### config.mk
export PLATFORM = sky130hd
export DESIGN_NAME = orf_scanner_with_mass_unit_flat
export DESIGN_NICKNAME = d
export VERILOG_FILES = /design/src/hw/rtl/orfsm_pkg.sv /design/src/hw/rtl/orfsm_in_if.sv /design/src/hw/rtl/orfsm_out_if.sv /design/src/hw/rtl/orf_scanner_with_mass_unit.sv /design/src/hw/rtl/orfsm_core.sv /design/src/hw/rtl/orfsm_offsets.sv /design/src/flat_wrapper.sv
export SDC_FILE = /design/constraint.sdc
export NUM_CORES = 1
export LEC_CHECK = 0
export BUFFER_PORTS_ARGS = -buffer_cell sky130_fd_sc_hd__buf_2
export CAP_MARGIN = 25
export CORE_ASPECT_RATIO = 1.4
export CORE_UTILIZATION = 66
export DETAILED_ROUTE_END_ITERATION = 10
export GPL_TIMING_DRIVEN = 1
export MAX_ROUTING_LAYER = met4
export PLACE_DENSITY = 0.87
export REMOVE_ABC_BUFFERS = 1
export SLEW_MARGIN = 25
export SYNTH_ARGS = -nofsm -noshare
export SYNTH_HDL_FRONTEND = slang
export SYNTH_SLANG_ARGS = --single-unit
export TNS_END_PERCENT = 30
### constraint.sdc
create_clock -name clk -period 22.9 [get_ports clk]
set_input_delay 3.435 -clock clk [delete_from_list [all_inputs] [get_ports clk]]
set_output_delay 3.435 -clock clk [all_outputs]
set_load 0.005 [all_outputs]
### src/hw/rtl/orfsm_pkg.sv
// ----------------------------------------------------------------------------
// orfsm_pkg
// Types, constants and helper functions for the ORF scanner with mass unit.
// ----------------------------------------------------------------------------
`default_nettype none

package orfsm_pkg;

  localparam int unsigned POS_W   = 21;
  localparam int unsigned IDX_W   = 20;
  localparam int unsigned BP_W    = 22;
  localparam int unsigned MASS_W  = 41;
  localparam int unsigned RMASS_W = 21;
  localparam int unsigned FRAME_W = 3;
  localparam int unsigned RES_W   = 8;
  localparam int unsigned CFG_W   = 21;
  localparam int unsigned CFGI_W  = 2;

  localparam logic [POS_W-1:0]   MAX_SEQ_LEN = POS_W'(1048576);
  localparam logic [MASS_W-1:0]  WATER_MASS  = MASS_W'(180152);
  localparam logic [RES_W-1:0]   RES_START   = 8'h4D;  // 'M'
  localparam logic [RES_W-1:0]   RES_STOP    = 8'h2A;  // '*'
  localparam logic [FRAME_W-1:0] FIRST_REV_FRAME = 3'd3;

  localparam logic [CFGI_W-1:0] REG_MIN_ORF_LENGTH  = 2'd0;
  localparam logic [CFGI_W-1:0] REG_FRAME_SELECT    = 2'd1;
  localparam logic [CFGI_W-1:0] REG_SEQUENCE_LENGTH = 2'd2;

  typedef struct packed {
    logic              in_orf;
    logic [POS_W-1:0]  position;
    logic [POS_W-1:0]  cur_len;
    logic [POS_W-1:0]  start;
    logic [MASS_W-1:0] mass;
    logic [IDX_W-1:0]  count;
  } scan_state_t;

  typedef struct packed {
    logic [IDX_W-1:0]  count;
    logic [POS_W-1:0]  start;
    logic [POS_W-1:0]  stop;
    logic [POS_W-1:0]  len;
    logic [MASS_W-1:0] mass;
    logic              by_end;
  } emit_rec_t;

  typedef struct packed {
    logic [IDX_W-1:0]  orf_index;
    logic [POS_W-1:0]  begin_aa;
    logic [BP_W-1:0]   begin_bp;
    logic [POS_W-1:0]  end_aa;
    logic [BP_W-1:0]   end_bp;
    logic [POS_W-1:0]  orf_length;
    logic [MASS_W-1:0] mol_weight;
    logic              closed_by_end;
  } orf_word_t;

  // residue mass in 0.0001 Da, zero for anything not in the table
  function automatic logic [RMASS_W-1:0] mass_of(input logic [RES_W-1:0] r);
    logic [RMASS_W-1:0] m;
    case (r)
      8'h41:   m = RMASS_W'(710800);   // A
      8'h43:   m = RMASS_W'(1031400);  // C
      8'h44:   m = RMASS_W'(1150900);  // D
      8'h45:   m = RMASS_W'(1291200);  // E
      8'h46:   m = RMASS_W'(1471800);  // F
      8'h47:   m = RMASS_W'(570600);   // G
      8'h48:   m = RMASS_W'(1371500);  // H
      8'h49:   m = RMASS_W'(1131700);  // I
      8'h4B:   m = RMASS_W'(1281800);  // K
      8'h4C:   m = RMASS_W'(1131700);  // L
      8'h4D:   m = RMASS_W'(1312100);  // M
      8'h4E:   m = RMASS_W'(1141100);  // N
      8'h50:   m = RMASS_W'(971200);   // P
      8'h51:   m = RMASS_W'(1281400);  // Q
      8'h52:   m = RMASS_W'(1562000);  // R
      8'h53:   m = RMASS_W'(870800);   // S
      8'h54:   m = RMASS_W'(1011100);  // T
      8'h56:   m = RMASS_W'(991400);   // V
      8'h57:   m = RMASS_W'(1862100);  // W
      8'h58:   m = RMASS_W'(1188900);  // X
      8'h59:   m = RMASS_W'(1631800);  // Y
      default: m = '0;
    endcase
    return m;
  endfunction

  function automatic logic [POS_W-1:0] sat_inc(input logic [POS_W-1:0] v);
    return (v >= MAX_SEQ_LEN) ? MAX_SEQ_LEN : v + POS_W'(1);
  endfunction

  function automatic logic [MASS_W-1:0] sat_add(input logic [MASS_W-1:0] a,
                                                input logic [RMASS_W-1:0] m);
    logic [MASS_W:0] s;
    s = {1'b0, a} + (MASS_W+1)'(m);
    return s[MASS_W] ? {MASS_W{1'b1}} : s[MASS_W-1:0];
  endfunction

endpackage

`default_nettype wire

### src/hw/rtl/orfsm_in_if.sv
// ----------------------------------------------------------------------------
// orfsm_in_if
// Residue stream channel: valid/ready with one letter and a last flag.
// ----------------------------------------------------------------------------
`default_nettype none

interface orfsm_in_if import orfsm_pkg::*; ();
  logic             valid;
  logic             ready;
  logic [RES_W-1:0] residue;
  logic             last;

  modport source (output valid, output residue, output last, input ready);
  modport sink   (input valid, input residue, input last, output ready);
endinterface

`default_nettype wire

### src/hw/rtl/orfsm_out_if.sv
// ----------------------------------------------------------------------------
// orfsm_out_if
// ORF result channel: valid/ready with one ORF record.
// ----------------------------------------------------------------------------
`default_nettype none

interface orfsm_out_if import orfsm_pkg::*; ();
  logic              valid;
  logic              ready;
  logic [IDX_W-1:0]  orf_index;
  logic [POS_W-1:0]  begin_aa;
  logic [BP_W-1:0]   begin_bp;
  logic [POS_W-1:0]  end_aa;
  logic [BP_W-1:0]   end_bp;
  logic [POS_W-1:0]  orf_length;
  logic [MASS_W-1:0] mol_weight;
  logic              closed_by_end;

  modport source (output valid, output orf_index, output begin_aa, output begin_bp,
                  output end_aa, output end_bp, output orf_length, output mol_weight,
                  output closed_by_end, input ready);
  modport sink   (input valid, input orf_index, input begin_aa, input begin_bp,
                  input end_aa, input end_bp, input orf_length, input mol_weight,
                  input closed_by_end, output ready);
endinterface

`default_nettype wire

### src/hw/rtl/orf_scanner_with_mass_unit.sv
// ----------------------------------------------------------------------------
// orf_scanner_with_mass_unit
// Scans one translated reading frame and reports each ORF that reaches the
// minimum length with its offsets, length and molecular weight.
//
//   channel    dir  handshake     word
//   residues   in   valid/ready   residue, last
//   orfs       out  valid/ready   orf_index .. closed_by_end
//   wr_*       in   wr_en         wr_index, wr_data (no read-back)
//
// One residue per cycle while no result is held. The residue is registered
// in the input register and the result in the output register. The scan
// state register and its combinational update logic form the only loop.
// A held result stalls the scan; the input register can still take one
// residue, then residues.ready stays low until the result is read.
// Synchronous reset clears scan state, configuration and valid registers.
// ----------------------------------------------------------------------------
`default_nettype none

module orf_scanner_with_mass_unit import orfsm_pkg::*; (
  input  wire                clk,
  input  wire                rst,
  input  wire                wr_en,
  input  wire [CFGI_W-1:0]   wr_index,
  input  wire [CFG_W-1:0]    wr_data,
  orfsm_in_if.sink           residues,
  orfsm_out_if.source        orfs
);

  logic [POS_W-1:0]   min_orf_length;
  logic [FRAME_W-1:0] frame_select;
  logic [POS_W-1:0]   sequence_length;

  logic               in_valid;
  logic [RES_W-1:0]   in_residue;
  logic               in_last;

  scan_state_t        state;
  scan_state_t        state_next;
  logic               emit;
  emit_rec_t          rec;
  orf_word_t          word_next;

  logic               out_valid;
  orf_word_t          out_word;
  logic               adv;

  assign adv            = in_valid && (!out_valid || orfs.ready);
  assign residues.ready = !in_valid || adv;

  always_ff @(posedge clk) begin
    if (rst) begin
      min_orf_length  <= '0;
      frame_select    <= '0;
      sequence_length <= '0;
    end else if (wr_en) begin
      case (wr_index)
        REG_MIN_ORF_LENGTH:  min_orf_length  <= wr_data[POS_W-1:0];
        REG_FRAME_SELECT:    frame_select    <= wr_data[FRAME_W-1:0];
        REG_SEQUENCE_LENGTH: sequence_length <= wr_data[POS_W-1:0];
        default: ;
      endcase
    end
  end

  always_ff @(posedge clk) begin
    if (rst) begin
      in_valid <= 1'b0;
    end else if (residues.valid && residues.ready) begin
      in_valid <= 1'b1;
    end else if (adv) begin
      in_valid <= 1'b0;
    end
  end

  always_ff @(posedge clk) begin
    if (residues.valid && residues.ready) begin
      in_residue <= residues.residue;
      in_last    <= residues.last;
    end
  end

  orfsm_core u_core (
    .cur     (state),
    .residue (in_residue),
    .last    (in_last),
    .min_len (min_orf_length),
    .nxt     (state_next),
    .emit    (emit),
    .rec     (rec)
  );

  orfsm_offsets u_offsets (
    .rec     (rec),
    .frame   (frame_select),
    .seq_len (sequence_length),
    .word    (word_next)
  );

  always_ff @(posedge clk) begin
    if (rst) begin
      state     <= '0;
      out_valid <= 1'b0;
    end else if (adv) begin
      state     <= state_next;
      out_valid <= emit;
    end else if (orfs.ready) begin
      out_valid <= 1'b0;
    end
  end

  always_ff @(posedge clk) begin
    if (adv && emit) begin
      out_word <= word_next;
    end
  end

  assign orfs.valid         = out_valid;
  assign orfs.orf_index     = out_word.orf_index;
  assign orfs.begin_aa      = out_word.begin_aa;
  assign orfs.begin_bp      = out_word.begin_bp;
  assign orfs.end_aa        = out_word.end_aa;
  assign orfs.end_bp        = out_word.end_bp;
  assign orfs.orf_length    = out_word.orf_length;
  assign orfs.mol_weight    = out_word.mol_weight;
  assign orfs.closed_by_end = out_word.closed_by_end;

endmodule

`default_nettype wire

### src/hw/rtl/orfsm_core.sv
// ----------------------------------------------------------------------------
// orfsm_core
// Next-state logic of the scanner: opens, extends and closes an ORF for one
// residue and flags an emission with its raw record.
// ----------------------------------------------------------------------------
`default_nettype none

module orfsm_core import orfsm_pkg::*; (
  input  wire scan_state_t      cur,
  input  wire [RES_W-1:0]       residue,
  input  wire                   last,
  input  wire [POS_W-1:0]       min_len,
  output scan_state_t           nxt,
  output logic                  emit,
  output emit_rec_t             rec
);

  logic [RMASS_W-1:0] m;
  logic [POS_W-1:0]   pos_next;
  logic [POS_W-1:0]   base_len;
  logic [MASS_W-1:0]  base_mass;
  logic               append;

  assign m        = mass_of(residue);
  assign pos_next = sat_inc(cur.position);

  always_comb begin
    nxt        = cur;
    emit       = 1'b0;
    append     = 1'b0;
    base_len   = cur.cur_len;
    base_mass  = cur.mass;
    rec.count  = cur.count;
    rec.stop   = cur.position;
    rec.len    = cur.cur_len;
    rec.mass   = cur.mass;
    rec.by_end = 1'b0;

    if (residue == RES_START) begin
      nxt.in_orf = 1'b1;
      if (!cur.in_orf) begin
        nxt.start = cur.position;
        base_len  = '0;
        base_mass = WATER_MASS;
      end
      append = 1'b1;
    end else if (residue == RES_STOP) begin
      if (cur.in_orf) begin
        nxt.in_orf  = 1'b0;
        emit        = (cur.cur_len >= min_len);
        nxt.cur_len = '0;
        nxt.mass    = '0;
      end
    end else if (cur.in_orf) begin
      append = 1'b1;
    end

    if (append) begin
      nxt.cur_len = sat_inc(base_len);
      nxt.mass    = sat_add(base_mass, m);
    end
    nxt.position = pos_next;
    rec.start    = nxt.start;

    if (emit) begin
      nxt.count = cur.count + IDX_W'(1);
    end

    if (last) begin
      if (nxt.in_orf && (nxt.cur_len >= min_len)) begin
        emit       = 1'b1;
        rec.by_end = 1'b1;
        rec.stop   = pos_next;
        rec.len    = nxt.cur_len;
        rec.mass   = nxt.mass;
      end
      nxt = '0;
    end
  end

endmodule

`default_nettype wire

### src/hw/rtl/orfsm_offsets.sv
// ----------------------------------------------------------------------------
// orfsm_offsets
// Turns a raw ORF record into amino-acid and base-pair offsets for the
// selected forward or reverse frame.
// ----------------------------------------------------------------------------
`default_nettype none

module orfsm_offsets import orfsm_pkg::*; (
  input  wire emit_rec_t        rec,
  input  wire [FRAME_W-1:0]     frame,
  input  wire [POS_W-1:0]       seq_len,
  output orf_word_t             word
);

  logic [POS_W-1:0] l_sat;
  logic [POS_W-1:0] b_aa;
  logic [POS_W-1:0] e_aa;
  logic [BP_W:0]    b_bp;
  logic [BP_W:0]    e_bp;
  logic             fwd;

  assign fwd   = (frame < FIRST_REV_FRAME);
  assign l_sat = (seq_len > MAX_SEQ_LEN) ? MAX_SEQ_LEN : seq_len;

  always_comb begin
    if (fwd) begin
      b_aa = rec.start;
      e_aa = rec.stop;
    end else begin
      b_aa = (l_sat > rec.start) ? l_sat - rec.start : '0;
      e_aa = (l_sat > rec.stop)  ? l_sat - rec.stop  : '0;
    end
    // 3x as x + 2x
    b_bp = (BP_W+1)'(b_aa) + (BP_W+1)'({b_aa, 1'b0});
    e_bp = (BP_W+1)'(e_aa) + (BP_W+1)'({e_aa, 1'b0}) + (BP_W+1)'(frame);
    if (fwd) begin
      b_bp = b_bp + (BP_W+1)'(frame) + (BP_W+1)'(1);
    end
  end

  assign word.orf_index     = rec.count;
  assign word.begin_aa      = b_aa;
  assign word.begin_bp      = b_bp[BP_W-1:0];
  assign word.end_aa        = e_aa;
  assign word.end_bp        = e_bp[BP_W-1:0];
  assign word.orf_length    = rec.len;
  assign word.mol_weight    = rec.mass;
  assign word.closed_by_end = rec.by_end;

endmodule

`default_nettype wire
### src/flat_wrapper.sv
// flat-port wrapper written by rule: the top's interface ports become plain ports
module orf_scanner_with_mass_unit_flat import orfsm_pkg::*;
  (clk, rst, wr_en, wr_index, wr_data, residues_valid, residues_residue, residues_last, residues_ready, orfs_valid, orfs_orf_index, orfs_begin_aa, orfs_begin_bp, orfs_end_aa, orfs_end_bp, orfs_orf_length, orfs_mol_weight, orfs_closed_by_end, orfs_ready);
  orfsm_in_if residues_i ();
  orfsm_out_if orfs_i ();
  input  wire clk;
  input  wire rst;
  input  wire wr_en;
  input  wire [CFGI_W-1:0] wr_index;
  input  wire [CFG_W-1:0] wr_data;
  input wire logic [$bits(residues_i.valid)-1:0] residues_valid;
  input wire logic [$bits(residues_i.residue)-1:0] residues_residue;
  input wire logic [$bits(residues_i.last)-1:0] residues_last;
  output wire logic [$bits(residues_i.ready)-1:0] residues_ready;
  output wire logic [$bits(orfs_i.valid)-1:0] orfs_valid;
  output wire logic [$bits(orfs_i.orf_index)-1:0] orfs_orf_index;
  output wire logic [$bits(orfs_i.begin_aa)-1:0] orfs_begin_aa;
  output wire logic [$bits(orfs_i.begin_bp)-1:0] orfs_begin_bp;
  output wire logic [$bits(orfs_i.end_aa)-1:0] orfs_end_aa;
  output wire logic [$bits(orfs_i.end_bp)-1:0] orfs_end_bp;
  output wire logic [$bits(orfs_i.orf_length)-1:0] orfs_orf_length;
  output wire logic [$bits(orfs_i.mol_weight)-1:0] orfs_mol_weight;
  output wire logic [$bits(orfs_i.closed_by_end)-1:0] orfs_closed_by_end;
  input wire logic [$bits(orfs_i.ready)-1:0] orfs_ready;
  assign residues_i.valid = residues_valid;
  assign residues_i.residue = residues_residue;
  assign residues_i.last = residues_last;
  assign residues_ready = residues_i.ready;
  assign orfs_valid = orfs_i.valid;
  assign orfs_orf_index = orfs_i.orf_index;
  assign orfs_begin_aa = orfs_i.begin_aa;
  assign orfs_begin_bp = orfs_i.begin_bp;
  assign orfs_end_aa = orfs_i.end_aa;
  assign orfs_end_bp = orfs_i.end_bp;
  assign orfs_orf_length = orfs_i.orf_length;
  assign orfs_mol_weight = orfs_i.mol_weight;
  assign orfs_closed_by_end = orfs_i.closed_by_end;
  assign orfs_i.ready = orfs_ready;
  orf_scanner_with_mass_unit u_core (.clk(clk), .rst(rst), .wr_en(wr_en), .wr_index(wr_index), .wr_data(wr_data), .residues(residues_i), .orfs(orfs_i));
endmodule
==> flow_summary.yaml <==
timing:
  hold_viol_final: 0
  max_slew_margin: 0.283
  period_minus_slack_ns: 12.57
  rsz0062_at_grt: "no"
  fmax_ghz: 0.0796
  tightest_slew_ns: 1.07
  skew_ns: 0.0171
  maxSlewViolCount: 0
  setup_viol: 0
  period_share: 0.549
  setup_tns_ns: 0
cells_and_area:
  diodes: 0
  final_cells: 3232
  fin_util: 0.749
  drive_gt1_frac: 0.121
  seq_area_mm2: 0.00879
  multi_input_area_mm2: 0.0130
  num-nets-final: 2975
  areaGrowthSynthToFinish_pct: 10.7
  fillCellCount: 2386
floorplan:
  std_cell_rows: 79
  initial_core_util: 0.677
  die_area_mm2: 0.0351
  die_w_um: 159
  io_pins: 208
  core-area_mm2: 0.0335
  dieHeight_um: 221
place:
  io_buffers: 207
  place_inst: 3169
  hpwl_mm: 50.4
  gp_congestion: 1.05
yosys:
  synth_xor_area_frac: 0.0444
  synth-main-ff-cell: "edfxtp_1"
  synth-compound-area-share: 0.215
  synth.distinct_cells: 90
  async_reset_ff_frac: 0
  syn_area_per_cell_um2: 8.61
  syn-cell-area_mm2: 0.0227
  synth_top_area_cell: "edfxtp_1"
  synthSimpleGateAreaFrac: 0.198
  synth_edf_count: 178
  synth_top_family_by_area: "compound AO/OA/AOI/OAI gates"
  netlist_instances: 2632
  synth_seq_cells: 350
  yosysWarningCount: 0
  synthMuxAreaShare: 0.0156
  synth_area_leaders: "edfxtp_1, dfxtp_1, ha_1, a21oi_1, nand2_1"
  netlist.area_leader.share: 0.236
  synth_seq_area_share: 0.388
  synthAdderAreaFrac: 0.100
route:
  viasPerCell: 6.62
  wirelength_mm: 69.5
  drc: 0
  post_drt_wl_per_cell_um: 21.5
  drtPass1Iterations: 8
  ant_nets: 0
  first_iter_violations: 1834
  dr_total_vias: 21400
clocking:
  htreeDepth: 2
  cts_setup_buffers: 0
  cts_buffers: 35
  clk_latency_ns: 0.54
  cts_resized: 0
  cts_tree: "yes"
  clk_pin_slew_ns: 0.06
  cts_buffer_depth: 3
  cts_sinks: 350
  cts_root_buf: "clkbuf_16"
  hold_buffers: 0
critical_path:
  cp.required_ns: 23.28
  crit_type: "flop to flop"
  arrival_ns: 12.95
  reg2reg_depth: 46
  worstSetupStartpointType: "flop"
  slowest_stage: "or3b_1"
  crit_fanout: 38
  critPathMaxStageDelay_ns: 0.71
  endpoint_kind: "flop"
run:
  cap_violations: 0
global_routing:
  grt_pass1_vias: 20800
  antenna_found_initial: 0
  grt_pass1_wl_mm: 108
  grt-ovfl-total: 0
  grt_max_degree: 90
  grt.total_usage: 0.406
power_and_ir_drop:
  ir_drop_v: 0.0000535
  leakage_nw: 10.9
  p_per_area_mw_per_mm2: 54.3
hold_path:
  whs_path_depth: 2
  hold_path.class: "flop to flop"
outcome:
  outcome: "complete, no violations"
[worst paths after layout]
kind / from / endpoint / slack, ns
max: u_core.in_residue[5]$_DFFE_PP_ / u_core.orfs.end_bp[21]$_DFFE_PP_ / 10.33
min: u_core.min_orf_length[8]$_SDFFE_PP0P_ / u_core.min_orf_length[8]$_SDFFE_PP0P_ / 0.46
max reg2reg: u_core.in_residue[5]$_DFFE_PP_ / u_core.orfs.end_bp[21]$_DFFE_PP_ / 10.33
min reg2reg: u_core.min_orf_length[8]$_SDFFE_PP0P_ / u_core.min_orf_length[8]$_SDFFE_PP0P_ / 0.46
[registers in the layout, indices dropped and copies added (netlist names), 3 cells and up]
register                count
u_core.min_orf_length      21
u_core.orfs.end_aa         21
u_core.orfs.orf_length     21
u_core.orfs.end_bp         22
u_core.state              125
u_core.in_residue           8
u_core.orfs.begin_bp       22
u_core.orfs.mol_weight     41
u_core.orfs.begin_aa       21
u_core.frame_select         3
u_core.orfs.orf_index      20
u_core.sequence_length     21
[through the flow]
stage,power (mW),hold WS [ns],setup slack (ns),cell area [µm²]
6_report,1.36,0.455,10.33,25100
2_1_floorplan,0.761,0.422,5.79,22100
3_5_place_dp,0.801,0.447,10.71,24000
5_1_grt,1.40,0.472,9.49,25100
4_1_cts,1.36,0.456,10.48,25100
3_3_place_gp,0.798,0.444,10.91,24000
[cell usage in the layout (no fill, tap or decap), types with 8 or more instances in the layout]
cell type and instances:
a211oi_1 22, a21o_1 62, a21oi_1 241, a221oi_1 8, a22o_1 12, a22oi_1 29, a2bb2oi_1 9, a31oi_1 29
and2_1 22, and3_1 47, buf_2 206, buf_4 30, clkbuf_16 37, dfxtp_1 172, edfxtp_1 178, fa_1 8
ha_1 169, inv_1 84, mux2i_1 26, nand2_1 288, nand2b_1 36, nand3_1 69, nand3b_1 8, nand4_1 23
nor2_1 255, nor2b_1 42, nor3_1 44, nor4_1 26, o211ai_1 13, o21a_1 23, o21ai_0 188, o21bai_1 12
o22a_1 8, o22ai_1 44, o31ai_1 13, or2_2 14, or3_1 24, xnor2_1 67, xor2_1 46
[metal layers]
metal	GRT usage	vias up	routed length, µm
met5	-	-	0
met4	0.292	0	5690
met3	0.0613	357	5260
met2	0.690	1145	34800
met1	0.421	10000	23700
li1	-	9851	-
[Yosys cell counts (all sizes together) (24+ instances only)]
| cell | n |
|---|---|
| nand3 | 69 |
| nor4 | 27 |
| nor2 | 258 |
| o22ai | 45 |
| and3 | 49 |
| nor2b | 42 |
| buf | 29 |
| mux2i | 26 |
| nand2 | 290 |
| ha | 169 |
| xor2 | 46 |
| edfxtp | 178 |
| or3 | 24 |
| a21oi | 242 |
| nand2b | 37 |
| xnor2 | 68 |
| o21ai | 195 |
| a21o | 62 |
| nor3 | 44 |
| a22oi | 29 |
| dfxtp | 172 |
| a31oi | 30 |
| clkbuf | 116 |
| inv | 85 |
[cells by family after synthesis]
family                   count (synthesis)
AO/OA/AOI/OAI                          785
XOR/XNOR                               114
adder cells (fa/ha/maj)                177
buffers and inverters                  231
flip-flops                             350
multiplexers                            34
AND/OR/NAND/NOR                        941
[final cells by class]
type | instances | area share
Inverter | 86 | 0.0129
Multi-Input combinational cell | 2051 | 0.520
Sequential cell | 350 | 0.350
Clock buffer | 49 | 0.0401
Clock inverter | 14 | 0.00454
Timing Repair Buffer | 237 | 0.0505
Tap cell | 445 | 0.0222
[power by group]
part | internal, mW | total (mW) | switching, mW
Sequential | 0.657 | 0.661 | 0.00397
Combinational | 0.0479 | 0.130 | 0.0819
Clock | 0.322 | 0.570 | 0.249
Total | 1.03 | 1.36 | 0.335
[worst max-delay path, delay by kind of cell (launching register included)]
family / cells / cell delay [ns]
AOI/OAI and AO/OA: 25 / 6.30
and+or+nand+nor: 13 / 3.20
adders and majority gates: 5 / 1.87
buffers and inverters: 3 / 0.62
DFF: 1 / 0.40
Power figures use the tool's default switching activity.
